[src/hw/rtl/qat_pkg.sv]
// ----------------------------------------------------------------------------
// qat_pkg - quoted argument tokenizer package
// shared types, character codes and register defaults for the tokenizer
// ----------------------------------------------------------------------------
package qat_pkg;

  // default sizes
  localparam int unsigned MaxArgBytesDef  = 2048;
  localparam int unsigned EofWordBytesDef = 8;

  // configuration register reset values
  localparam logic [63:0] EofWordRst    = 64'd95;
  localparam logic [3:0]  EofWordLenRst = 4'd1;
  localparam logic [11:0] ArgLimitRst   = 12'd2048;

  // configuration register widths
  localparam int unsigned CfgDataW = 64;
  localparam int unsigned CfgIdxW  = 2;

  // character codes
  localparam logic [7:0] ChNul   = 8'h00;
  localparam logic [7:0] ChTab   = 8'h09;
  localparam logic [7:0] ChNl    = 8'h0a;
  localparam logic [7:0] ChSpace = 8'h20;
  localparam logic [7:0] ChDq    = 8'h22;
  localparam logic [7:0] ChSq    = 8'h27;
  localparam logic [7:0] ChBs    = 8'h5c;

  typedef enum logic [CfgIdxW-1:0] {
    CfgZeroMode = 2'd0,
    CfgEofWord  = 2'd1,
    CfgEofLen   = 2'd2,
    CfgArgLimit = 2'd3
  } cfg_idx_e;

  typedef enum logic [1:0] {
    QuoteNone   = 2'd0,
    QuoteSingle = 2'd1,
    QuoteDouble = 2'd2
  } quote_e;

  typedef enum logic [1:0] {
    ErrNone   = 2'd0,
    ErrEscape = 2'd1,
    ErrQuote  = 2'd2,
    ErrLength = 2'd3
  } err_e;

  // parser state apart from the stored length
  typedef struct packed {
    quote_e quote;
    logic   esc_pending;
    logic   eof_match;
    logic   halted;
  } pstate_t;

  // one result transaction
  typedef struct packed {
    logic       store_valid;
    logic [7:0] store_byte;
    logic       arg_done;
    logic       line_done;
    logic       stop;
    err_e       error_code;
  } result_t;

endpackage

[src/hw/rtl/quoted_argument_tokenizer_core.sv]
// ----------------------------------------------------------------------------
// quoted_argument_tokenizer_core - shell-style quoted word splitter
// splits a byte stream into arguments with quotes, escapes and eof word
// ----------------------------------------------------------------------------
// The core takes one byte (or an end-of-input mark) per input transaction and
// returns exactly one result transaction for it. It sustains one transaction
// per clock while the output is not stalled; the input register loads at the
// accepting edge and the result register loads from it when free, so the
// result shows on the output from the result register. The rate is set by the
// per-byte step: quote/escape state, the stored length and the eof-word
// compare are updated combinationally from the input register into the
// result register. The result register holds a finished result while the
// input register can still take the next transaction; a stall on the output
// reaches in_stall_o combinationally once both registers are full. The user
// must write configuration through cfg_we_i / cfg_idx_i / cfg_wdata_i only
// while the core is idle; the core does not enforce this. After a stop or
// any error the core keeps answering with all-zero results until reset.
module quoted_argument_tokenizer_core #(
  parameter int unsigned MAX_ARG_BYTES  = qat_pkg::MaxArgBytesDef,
  parameter int unsigned EOF_WORD_BYTES = qat_pkg::EofWordBytesDef
) (
  input  logic                            clk_i,
  input  logic                            rst_ni,
  // configuration
  input  logic                            cfg_we_i,
  input  logic [qat_pkg::CfgIdxW-1:0]     cfg_idx_i,
  input  logic [qat_pkg::CfgDataW-1:0]    cfg_wdata_i,
  // input channel
  input  logic                            in_valid_i,
  output logic                            in_stall_o,
  input  logic [7:0]                      in_byte_i,
  input  logic                            end_of_input_i,
  // result channel
  output logic                            out_valid_o,
  input  logic                            out_stall_i,
  output logic                            store_valid_o,
  output logic [7:0]                      store_byte_o,
  output logic                            arg_done_o,
  output logic                            line_done_o,
  output logic                            stop_o,
  output logic [1:0]                      error_code_o
);
  import qat_pkg::*;

  localparam int unsigned LenW  = $clog2(MAX_ARG_BYTES + 1);
  localparam int unsigned WordW = EOF_WORD_BYTES * 8;

  // configuration registers
  logic             zero_mode_q;
  logic [WordW-1:0] eof_word_q;
  logic [3:0]       eof_len_q;
  logic [11:0]      arg_limit_q;

  // input register
  logic       s1_valid_q, s1_valid_d;
  logic [7:0] s1_byte_q;
  logic       s1_eoi_q;

  // parser state
  pstate_t         state_q, state_d;
  logic [LenW-1:0] len_q, len_d;

  // result register
  logic    out_valid_q, out_valid_d;
  result_t res_q, res_d;

  logic in_accept;
  logic out_free;
  logic s1_adv;

  // ---------------------------------------------------------------------------
  // configuration write port, no read-back
  // ---------------------------------------------------------------------------
  always_ff @(posedge clk_i or negedge rst_ni) begin
    if (!rst_ni) begin
      zero_mode_q <= 1'b0;
      eof_word_q  <= WordW'(EofWordRst);
      eof_len_q   <= EofWordLenRst;
      arg_limit_q <= ArgLimitRst;
    end else if (cfg_we_i) begin
      unique case (cfg_idx_e'(cfg_idx_i))
        CfgZeroMode: zero_mode_q <= cfg_wdata_i[0];
        CfgEofWord:  eof_word_q  <= cfg_wdata_i[WordW-1:0];
        CfgEofLen:   eof_len_q   <= cfg_wdata_i[3:0];
        CfgArgLimit: arg_limit_q <= cfg_wdata_i[11:0];
        default: ;
      endcase
    end
  end

  // ---------------------------------------------------------------------------
  // handshake: result register frees up when empty or being taken, the input
  // register moves into it whenever it is free
  // ---------------------------------------------------------------------------
  assign out_free   = !out_valid_q || !out_stall_i;
  assign s1_adv     = s1_valid_q && out_free;
  assign in_stall_o = s1_valid_q && !out_free;
  assign in_accept  = in_valid_i && !in_stall_o;

  always_comb begin
    s1_valid_d = s1_valid_q;
    if (in_accept) begin
      s1_valid_d = 1'b1;
    end else if (s1_adv) begin
      s1_valid_d = 1'b0;
    end

    out_valid_d = out_valid_q;
    if (s1_adv) begin
      out_valid_d = 1'b1;
    end else if (out_valid_q && !out_stall_i) begin
      out_valid_d = 1'b0;
    end
  end

  // ---------------------------------------------------------------------------
  // per-byte step: quote / escape tracking, length check, eof word compare
  // ---------------------------------------------------------------------------
  pstate_t         step_state;
  logic [LenW-1:0] step_len;

  qat_step #(
    .MAX_ARG_BYTES  (MAX_ARG_BYTES),
    .EOF_WORD_BYTES (EOF_WORD_BYTES)
  ) u_step (
    .byte_i      (s1_byte_q),
    .eoi_i       (s1_eoi_q),
    .zero_mode_i (zero_mode_q),
    .eof_word_i  (eof_word_q),
    .eof_len_i   (eof_len_q),
    .arg_limit_i (arg_limit_q),
    .state_i     (state_q),
    .len_i       (len_q),
    .state_o     (step_state),
    .len_o       (step_len),
    .result_o    (res_d)
  );

  // state only moves when the transaction in the input register is consumed
  assign state_d = s1_adv ? step_state : state_q;
  assign len_d   = s1_adv ? step_len   : len_q;

  // ---------------------------------------------------------------------------
  // registers
  // ---------------------------------------------------------------------------
  always_ff @(posedge clk_i or negedge rst_ni) begin
    if (!rst_ni) begin
      s1_valid_q  <= 1'b0;
      out_valid_q <= 1'b0;
      state_q     <= '{quote: QuoteNone, esc_pending: 1'b0, eof_match: 1'b1,
                       halted: 1'b0};
      len_q       <= '0;
    end else begin
      s1_valid_q  <= s1_valid_d;
      out_valid_q <= out_valid_d;
      state_q     <= state_d;
      len_q       <= len_d;
    end
  end

  // payload registers
  always_ff @(posedge clk_i) begin
    if (in_accept) begin
      s1_byte_q <= in_byte_i;
      s1_eoi_q  <= end_of_input_i;
    end
    if (s1_adv) begin
      res_q <= res_d;
    end
  end

  // result ports
  assign out_valid_o   = out_valid_q;
  assign store_valid_o = res_q.store_valid;
  assign store_byte_o  = res_q.store_byte;
  assign arg_done_o    = res_q.arg_done;
  assign line_done_o   = res_q.line_done;
  assign stop_o        = res_q.stop;
  assign error_code_o  = res_q.error_code;

  // ---------------------------------------------------------------------------
  // assertions
  // ---------------------------------------------------------------------------
  // once halted the core stays halted until reset
  a_halt_sticky: assert property (@(posedge clk_i) disable iff (!rst_ni)
    state_q.halted |=> state_q.halted)
    else $error("halted state cleared without reset");

  // a stop or error result halts the parser
  a_halt_on_stop: assert property (@(posedge clk_i) disable iff (!rst_ni)
    (s1_adv && (res_d.stop || res_d.error_code != ErrNone)) |=> state_q.halted)
    else $error("stop or error did not halt the parser");

  // stored length never passes the buffer size
  a_len_bound: assert property (@(posedge clk_i) disable iff (!rst_ni)
    LenW'(MAX_ARG_BYTES) >= len_q)
    else $error("stored length beyond the argument buffer");

  // an empty input register never stalls the input
  a_no_idle_stall: assert property (@(posedge clk_i) disable iff (!rst_ni)
    !s1_valid_q |-> !in_stall_o)
    else $error("input stalled with an empty input register");

  // a stored byte never travels with an error or an argument end
  a_store_clean: assert property (@(posedge clk_i) disable iff (!rst_ni)
    (s1_adv && res_d.store_valid) |=>
      (res_q.error_code == ErrNone && !res_q.arg_done && !res_q.stop))
    else $error("stored byte mixed with an error or argument end");

endmodule

[src/hw/rtl/qat_step.sv]
// ----------------------------------------------------------------------------
// qat_step - tokenizer step logic
// next state and result for one byte or end-of-input mark
// ----------------------------------------------------------------------------
module qat_step #(
  parameter int unsigned MAX_ARG_BYTES  = qat_pkg::MaxArgBytesDef,
  parameter int unsigned EOF_WORD_BYTES = qat_pkg::EofWordBytesDef
) (
  input  logic [7:0]                         byte_i,
  input  logic                               eoi_i,
  input  logic                               zero_mode_i,
  input  logic [EOF_WORD_BYTES*8-1:0]        eof_word_i,
  input  logic [3:0]                         eof_len_i,
  input  logic [11:0]                        arg_limit_i,
  input  qat_pkg::pstate_t                   state_i,
  input  logic [$clog2(MAX_ARG_BYTES+1)-1:0] len_i,
  output qat_pkg::pstate_t                   state_o,
  output logic [$clog2(MAX_ARG_BYTES+1)-1:0] len_o,
  output qat_pkg::result_t                   result_o
);
  import qat_pkg::*;

  localparam int unsigned LenW = $clog2(MAX_ARG_BYTES + 1);
  localparam int unsigned CmpW = (LenW > 12) ? LenW : 12;

  logic [CmpW-1:0] lim_eff;
  logic [3:0]      n_used;
  logic            line_end_c;
  logic            is_blank;
  logic            byte_hit;
  logic            complete;

  always_comb begin
    lim_eff = (CmpW'(arg_limit_i) > CmpW'(MAX_ARG_BYTES)) ? CmpW'(MAX_ARG_BYTES)
                                                           : CmpW'(arg_limit_i);
    n_used = (eof_len_i > 4'(EOF_WORD_BYTES)) ? 4'(EOF_WORD_BYTES) : eof_len_i;
    line_end_c = eoi_i || (byte_i == ChNul) || (byte_i == ChNl && !zero_mode_i);
    is_blank = (byte_i == ChSpace) || (byte_i == ChTab);

    // eof word byte at the current stored position
    byte_hit = 1'b0;
    for (int i = 0; i < int'(EOF_WORD_BYTES); i++) begin
      if (len_i == LenW'(i) && eof_word_i[i*8 +: 8] == byte_i) begin
        byte_hit = 1'b1;
      end
    end
  end

  always_comb begin
    state_o  = state_i;
    len_o    = len_i;
    result_o = '0;
    complete = 1'b0;

    if (state_i.halted) begin
      // everything ignored
    end else if (!eoi_i && CmpW'(len_i) >= lim_eff) begin
      state_o.halted      = 1'b1;
      result_o.error_code = ErrLength;
    end else if (line_end_c) begin
      if (state_i.esc_pending) begin
        state_o.halted      = 1'b1;
        result_o.error_code = ErrEscape;
      end else if (state_i.quote != QuoteNone) begin
        state_o.halted      = 1'b1;
        result_o.error_code = ErrQuote;
      end else begin
        complete           = 1'b1;
        result_o.line_done = 1'b1;
      end
    end else if (byte_i == ChDq && !zero_mode_i && !state_i.esc_pending &&
                 state_i.quote != QuoteSingle) begin
      state_o.quote = (state_i.quote == QuoteDouble) ? QuoteNone : QuoteDouble;
    end else if (byte_i == ChSq && !zero_mode_i && !state_i.esc_pending &&
                 state_i.quote != QuoteDouble) begin
      state_o.quote = (state_i.quote == QuoteSingle) ? QuoteNone : QuoteSingle;
    end else if (byte_i == ChBs && !zero_mode_i && state_i.quote == QuoteNone &&
                 !state_i.esc_pending) begin
      state_o.esc_pending = 1'b1;
    end else if (zero_mode_i || state_i.quote != QuoteNone || state_i.esc_pending ||
                 !is_blank) begin
      state_o.esc_pending = 1'b0;
      if (!(len_i < LenW'(n_used) && byte_hit)) begin
        state_o.eof_match = 1'b0;
      end
      len_o                = len_i + LenW'(1);
      result_o.store_valid = 1'b1;
      result_o.store_byte  = byte_i;
    end else begin
      complete = 1'b1;
    end

    if (complete) begin
      if (n_used != 4'd0 && state_i.eof_match && len_i == LenW'(n_used)) begin
        result_o.stop  = 1'b1;
        state_o.halted = 1'b1;
      end else begin
        result_o.arg_done = (len_i != '0);
        if (eoi_i) begin
          result_o.stop  = 1'b1;
          state_o.halted = 1'b1;
        end
      end
      len_o             = '0;
      state_o.eof_match = 1'b1;
    end
  end

endmodule
[config.mk]
export PLATFORM = sky130hd
export DESIGN_NAME = quoted_argument_tokenizer_core
export DESIGN_NICKNAME = d
export VERILOG_FILES = /design/src/hw/rtl/qat_pkg.sv /design/src/hw/rtl/quoted_argument_tokenizer_core.sv /design/src/hw/rtl/qat_step.sv
export SDC_FILE = /design/constraint.sdc
export NUM_CORES = 1
export LEC_CHECK = 0
export BUFFER_PORTS_ARGS = -buffer_cell sky130_fd_sc_hd__buf_2
export CORE_MARGIN = 5
export CORE_UTILIZATION = 40
export CTS_CLUSTER_SIZE = 25
export DETAILED_ROUTE_END_ITERATION = 7
export GPL_ROUTABILITY_DRIVEN = 0
export SLEW_MARGIN = 20
export SYNTH_ARGS = -nofsm -noshare
export SYNTH_HDL_FRONTEND = slang
export SYNTH_SLANG_ARGS = --single-unit
[constraint.sdc]
create_clock -name clk_i -period 3.55 [get_ports clk_i]
set_input_delay 0.71 -clock clk_i [delete_from_list [all_inputs] [get_ports clk_i]]
set_output_delay 0.71 -clock clk_i [all_outputs]
set_load 0.05 [all_outputs]
==> results.cfg, run 1 <==
[power_and_ir_drop]
clockPowerShare_pct = 38.9
ir_drop_uv = 310
p_comb_share_pct = 19.1
p_seq_share_pct = 42.1
cellPowerDensity_nw_per_um2 = 582
p_leak_nw = 3.27
p_int_mw = 3.25
netSwitchingFraction_pct = 26.8
switchingPower_mw = 1.19

[synthesis]
synth.distinct_cells = 55
synth_ff_type = dfrtp_1
synth-compound-area-share_pct = 5.43
syn_area_um2 = 6330
synth.area.mux_share_pct = 14.6
synth-xor-area-share_pct = 9.27
synthAdderAreaFrac_pct = 3.95
synth_top_family_by_area = multiplexers
synthSimpleGateAreaFrac_pct = 13.2
ys_seq_elements = 123
synth_edf_count = 23
synthArstFlopShare_pct = 81.3
synth.avg_cell_area_um2 = 12.1
seq_area_frac_synth_pct = 50.6
synthCells = 524
syn_nets = 624
yosys_warnings = 0

[final_layout]
mostFrequentLayoutCells = 94 x buf_2, 91 x dfrtp_1, 81 x mux2_2
fin_nets = 724
nFillCells = 1436
final_common_cell = buf_2
layout.cells.non_filler = 853
layout-drive-gt1-share_pct = 37.0
antenna_cells = 0
area_growth_pct = 20.5

[critical_path]
worstPathMaxFanout = 17
cp_cell_sequence = inv_1, nand2_1, ha_1, a21oi_1, nor3b_1, o21ai_1, a21oi_4, nand3_4, or4_1, a21oi_1
critical_path.most_common_cell = a21oi_1
crit_buf_inv = 1
critPathRequiredTime_ns = 3.87
start_kind = register
slowest_delay_ns = 0.55
critical_path.top_delay_family = simple AND/OR/NAND/NOR gates
crit_type = reg2reg
critPathArrivalTime_ns = 3.28
cp_slowest_cell = or4_1
end_kind = register

[flow_run]
drv_cap = 0

[grt]
grt_overflow = 0
grt_pass1_wl_um = 24200
grt_max_degree = 65
grt_pass1_vias = 4582
track_usage_pct = 17.0
grt_antenna_before_repair = 0

[die]
die_width_um = 136
start_util_pct = 40.3
fp.dieH_um = 136
core_um2 = 15700
fp-row-count = 46
die-area_um2 = 18400
ios = 96

[detailed_routing]
wl_um = 14800
vias = 4353
firstDrtPassIters = 4
drtIter0Drc = 252
post-route-drc-count = 0
ant_nets = 0
routed_via_density = 5.10
wl_per_cell_um = 17.4

[sta]
tightest_slew_ns = 0.826
finalCritPeriodShare_pct = 83.3
max_slew_margin_pct = 44.9
rsz0062_at_grt = no
fin_crit_ns = 2.96
setup-tns-final_ns = 0
finalMaxSlewViolations = 0
clock_skew_ns = 0.00595
fmax_ghz = 0.338
hold_viol = 0
setup_viol = 0

[cts]
numCtsBuffers = 17
clkTransAtPathRegs_ns = 0.05
h-tree-depth = 4
cts_hold_buf = 0
cts_tree = yes
cts.repair.resized = 0
numClockSinks = 123
cts_setup_buffers = 0
clk_latency_ns = 0.41
clk_path_buf_depth = 2
root_buffer = clkbuf_16

[place]
hpwl_um = 11100
dp_cells = 821
io_buffer_count = 95

[run_status]
status = finished clean

[hold_path]
hp-class = in2async
-- through the flow --
| step | hold slack (ns) | utilization (%) | cell area (um^2) | setup slack [ns] | power, mW |
|---|---|---|---|---|---|
| floorplan | 0.414 | - | 6330 | 0.991 | 2.47 |
| global placement | 0.470 | 44.7 | 7030 | 0.726 | 2.70 |
| detailed placement | 0.489 | 44.7 | 7030 | 0.582 | 2.74 |
| CTS | 0.312 | 48.6 | 7630 | 0.588 | 4.49 |
| global route | 0.349 | 48.6 | 7630 | 0.332 | 4.67 |
| finish | 0.297 | 48.6 | 7630 | 0.593 | 4.44 |
-- state kept, by name (all words and copies together), names as in the netlist, 2 cells and up --
signal / cells
error_code_o: 2
eof_word_q: 64
arg_limit_q: 12
len_q: 12
store_byte_o: 8
state_q: 5
eof_len_q: 4
s1_byte_q: 8
-- area by class of cell --
class | instances | area [um^2] | area share, %
Sequential cell | 123 | 3200 | 42.0
Multi-Input combinational cell | 364 | 2940 | 38.5
Timing Repair Buffer | 108 | 576 | 7.54
Clock buffer | 26 | 520 | 6.82
Tap cell | 216 | 270 | 3.54
Clock inverter | 6 | 81.3 | 1.07
Inverter | 10 | 37.5 | 0.492
-- cells by family after synthesis --
logic type,after synthesis
AND/OR/NAND/NOR,146
flip-flops,123
multiplexers,82
XOR/XNOR,67
AO/OA/AOI/OAI,49
buffers and inverters,37
adder cells (fa/ha/maj),20
-- cells in the mapped netlist (3+ instances only) --
cell type  number  area, um^2
nor2_1         16        60.1
nor3_1         11        55.1
and3_1         10        62.6
clkbuf_1       13        48.8
a21oi_1        15        75.1
ha_1           20         250
nand4_1        18         113
edfxtp_1       23         691
a31oi_1         4        25.0
inv_1           9        33.8
nand2b_1        3        18.8
nand2_1        22        82.6
dfrtp_1        91        2280
nand3_1        15        75.1
nor4_1         17         106
or4_1           6        45.0
o31ai_1         7        52.6
nand3b_1        3        22.5
dfstp_2         9         236
xnor2_1        32         280
o21ai_0         7        35.0
buf_2           7        35.0
nor3b_1         4        30.0
or3_1           4        25.0
mux2_2         81         912
xor2_1         35         307
nor2b_1         6        37.5
buf_6           4        45.0
-- metal layers --
metal,track usage [%],part of all wire [%],up-vias
li1,-,-,2110
met1,21.9,44,2118
met2,28.4,49,104
met3,4.15,4.7,21
met4,5.49,1.7,0
met5,0,0,-
-- path summary, 6_finish.rpt --
| path | startpoint | endpoint | slack, ns | cells past startpoint |
|---|---|---|---|---|
| setup reg to reg | arg_limit_q[11] | len_q[10] | 0.59 | 10 |
| setup / recovery | arg_limit_q[11] | len_q[10] | 0.59 | 10 |
| max in group asynchronous | rst_ni | eof_word_q[41] | 2.35 | 2 |
| hold / removal | rst_ni | s1_valid_q | 0.30 | 1 |
| hold reg to reg | arg_limit_q[0] | arg_limit_q[0] | 0.50 | 1 |
| min in group clk_i | in_byte_i[0] | s1_byte_q[0] | 0.48 | 1 |
-- power by group through the flow --
stage / logic (mW) / clock network [mW] / registers, mW
after floorplan: 0.612 / 0 / 1.85
after global placement: 0.821 / 0 / 1.88
after detailed placement: 0.848 / 0 / 1.89
after CTS: 0.860 / 1.76 / 1.87
after global routing: 0.940 / 1.83 / 1.90
final: 0.846 / 1.72 / 1.87
Note: power is estimated with default switching activity, not from simulation.
==> run 2, diff against run 1 <==
==> constraint.sdc (replaced) <==
create_clock -name clk_i -period 3 [get_ports clk_i]
set_input_delay 0.6 -clock clk_i [delete_from_list [all_inputs] [get_ports clk_i]]
set_output_delay 0.6 -clock clk_i [all_outputs]
set_load 0.05 [all_outputs]
==> results.cfg, run 2 (synthesis gave the netlist of run 1 again) <==
[run_status]
status = finished clean

[sta]
hold_viol = 0
finalMaxSlewViolations = 0
timing.final.ws_setup_ns = 0.270
finalCritPeriodShare_pct = 91.0
clock_skew_ns = 0.00651
fin_crit_ns = 2.73
rsz0062_at_grt = no
setup-tns-final_ns = 0
max_slew_margin_pct = 54.0
tightest_slew_ns = 0.690
fmax_ghz = 0.366
setup_viol = 0

[grt]
grt_pass1_vias = 4612
grt_antenna_before_repair = 0
grt_pass1_wl_um = 24000
grt_max_degree = 65
track_usage_pct = 17.1
grt_overflow = 0

[detailed_routing]
firstDrtPassIters = 4
wl_per_cell_um = 17.4
post-route-drc-count = 0
wl_um = 14900
drtIter0Drc = 212
ant_nets = 0
wl_met3_um = 779
route.layer.met1.wl_um = 6530
wl_met2_um = 7240
routed_via_density = 5.17
vias = 4440
highest_layer = met4

[place]
dp_cells = 824
io_buffer_count = 95
hpwl_um = 11000
pre_cts_ws_ns = 0.235
dpl_cell_area_um2 = 7080

[cts]
clk_latency_ns = 0.42
cts.repair.resized = 0
h-tree-depth = 4
root_buffer = clkbuf_16
cts_hold_buf = 0
clkTransAtPathRegs_ns = 0.06
cts_tree = yes
cts_setup_buffers = 0
clk_path_buf_depth = 2
numCtsBuffers = 17
numClockSinks = 123

[final_layout]
fin_nets = 730
area_growth_pct = 22.5
final_area_um2 = 7760
nFillCells = 1423
layout.cells.non_filler = 859
mostFrequentLayoutCells = 94 x buf_2, 91 x dfrtp_1, 81 x mux2_2
antenna_cells = 0
final_common_cell = buf_2
top_regs = eof_word_q: 64 flops, arg_limit_q: 12 flops, len_q: 12 flops
multiInputGateArea_um2 = 2940
layout-drive-gt1-share_pct = 37.6
top_register = eof_word_q
largest_reg_flops = 64
ff_latch_area_um2 = 3200

[critical_path]
crit_type = reg2reg
end_kind = register
critPathRequiredTime_ns = 3.34
critPathArrivalTime_ns = 3.07
slowest_delay_ns = 0.54
start_kind = register
cp_slowest_cell = or4_1
worstPathMaxFanout = 13
cp_cell_sequence = inv_1, ha_1, nand2b_1, a2111oi_2, o21ai_1, a21oi_4, nand3_4, or4_1, a21oi_1

[die]
die_width_um = 136
fp.dieH_um = 136
ios = 96
fp-row-count = 46
start_util_pct = 40.3
die-area_um2 = 18400
core_um2 = 15700

[power_and_ir_drop]
ir_drop_uv = 393
p_leak_nw = 3.31
cellPowerDensity_nw_per_um2 = 710
power.total_mw = 5.51

[hold_path]
hp-class = in2async

[flow_run]
drv_cap = 0
run 2: critical path: cells and delay by family (launching register included):
kind / cells / cell delay [ns]
compound gates: 4 / 0.93
simple gates: 3 / 0.87
flops: 1 / 0.41
fa+ha+maj: 1 / 0.30
buf+inv: 1 / 0.13
run 2: path summary, 6_finish.rpt:
path                                    from       endpoint  slack (ns)  cells past startpoint
worst max-delay path                len_q[0]       len_q[7]        0.27                      9
worst min-delay path                  rst_ni     s1_valid_q        0.22                      1
worst max register to register      len_q[0]       len_q[7]        0.27                      9
worst min register to register    s1_valid_q    out_valid_o        0.50                      1
max in group asynchronous             rst_ni  eof_word_q[0]        2.00                      2
min in group clk_i              in_byte_i[4]   s1_byte_q[4]        0.36                      1
run 2: cell type report:
cell class	count	area share [%]
clock buffer	21	5.68
multi-input combinational	364	37.9
sequential	123	41.3
clock inverter	11	2.81
tap	216	3.48
inverter	10	0.484
timing repair buffer	114	8.32
run 2: routing by layer:
| layer | vias up | track usage (%) |
|---|---|---|
| met1 | 2157 | 21.8 |
| met5 | - | 0 |
| li1 | 2128 | - |
| met3 | 30 | 4.15 |
| met4 | 0 | 7.50 |
| met2 | 125 | 27.7 |
run 2: metrics by stage:
| stage | hold slack (ns) | util [%] |
|---|---|---|
| 2_1_floorplan | 0.304 | - |
| 3_3_place_gp | 0.468 | 45.0 |
| 3_5_place_dp | 0.485 | 45.0 |
| 4_1_cts | 0.235 | 49.2 |
| 5_1_grt | 0.273 | 49.4 |
| 6_report | 0.216 | 49.4 |
run 2: power breakdown:
part / leakage, nW / switching, mW / internal [mW]
registers: 1.42 / 0.204 / 1.99
clock network: 0.311 / 0.723 / 1.56
logic: 1.58 / 0.523 / 0.515
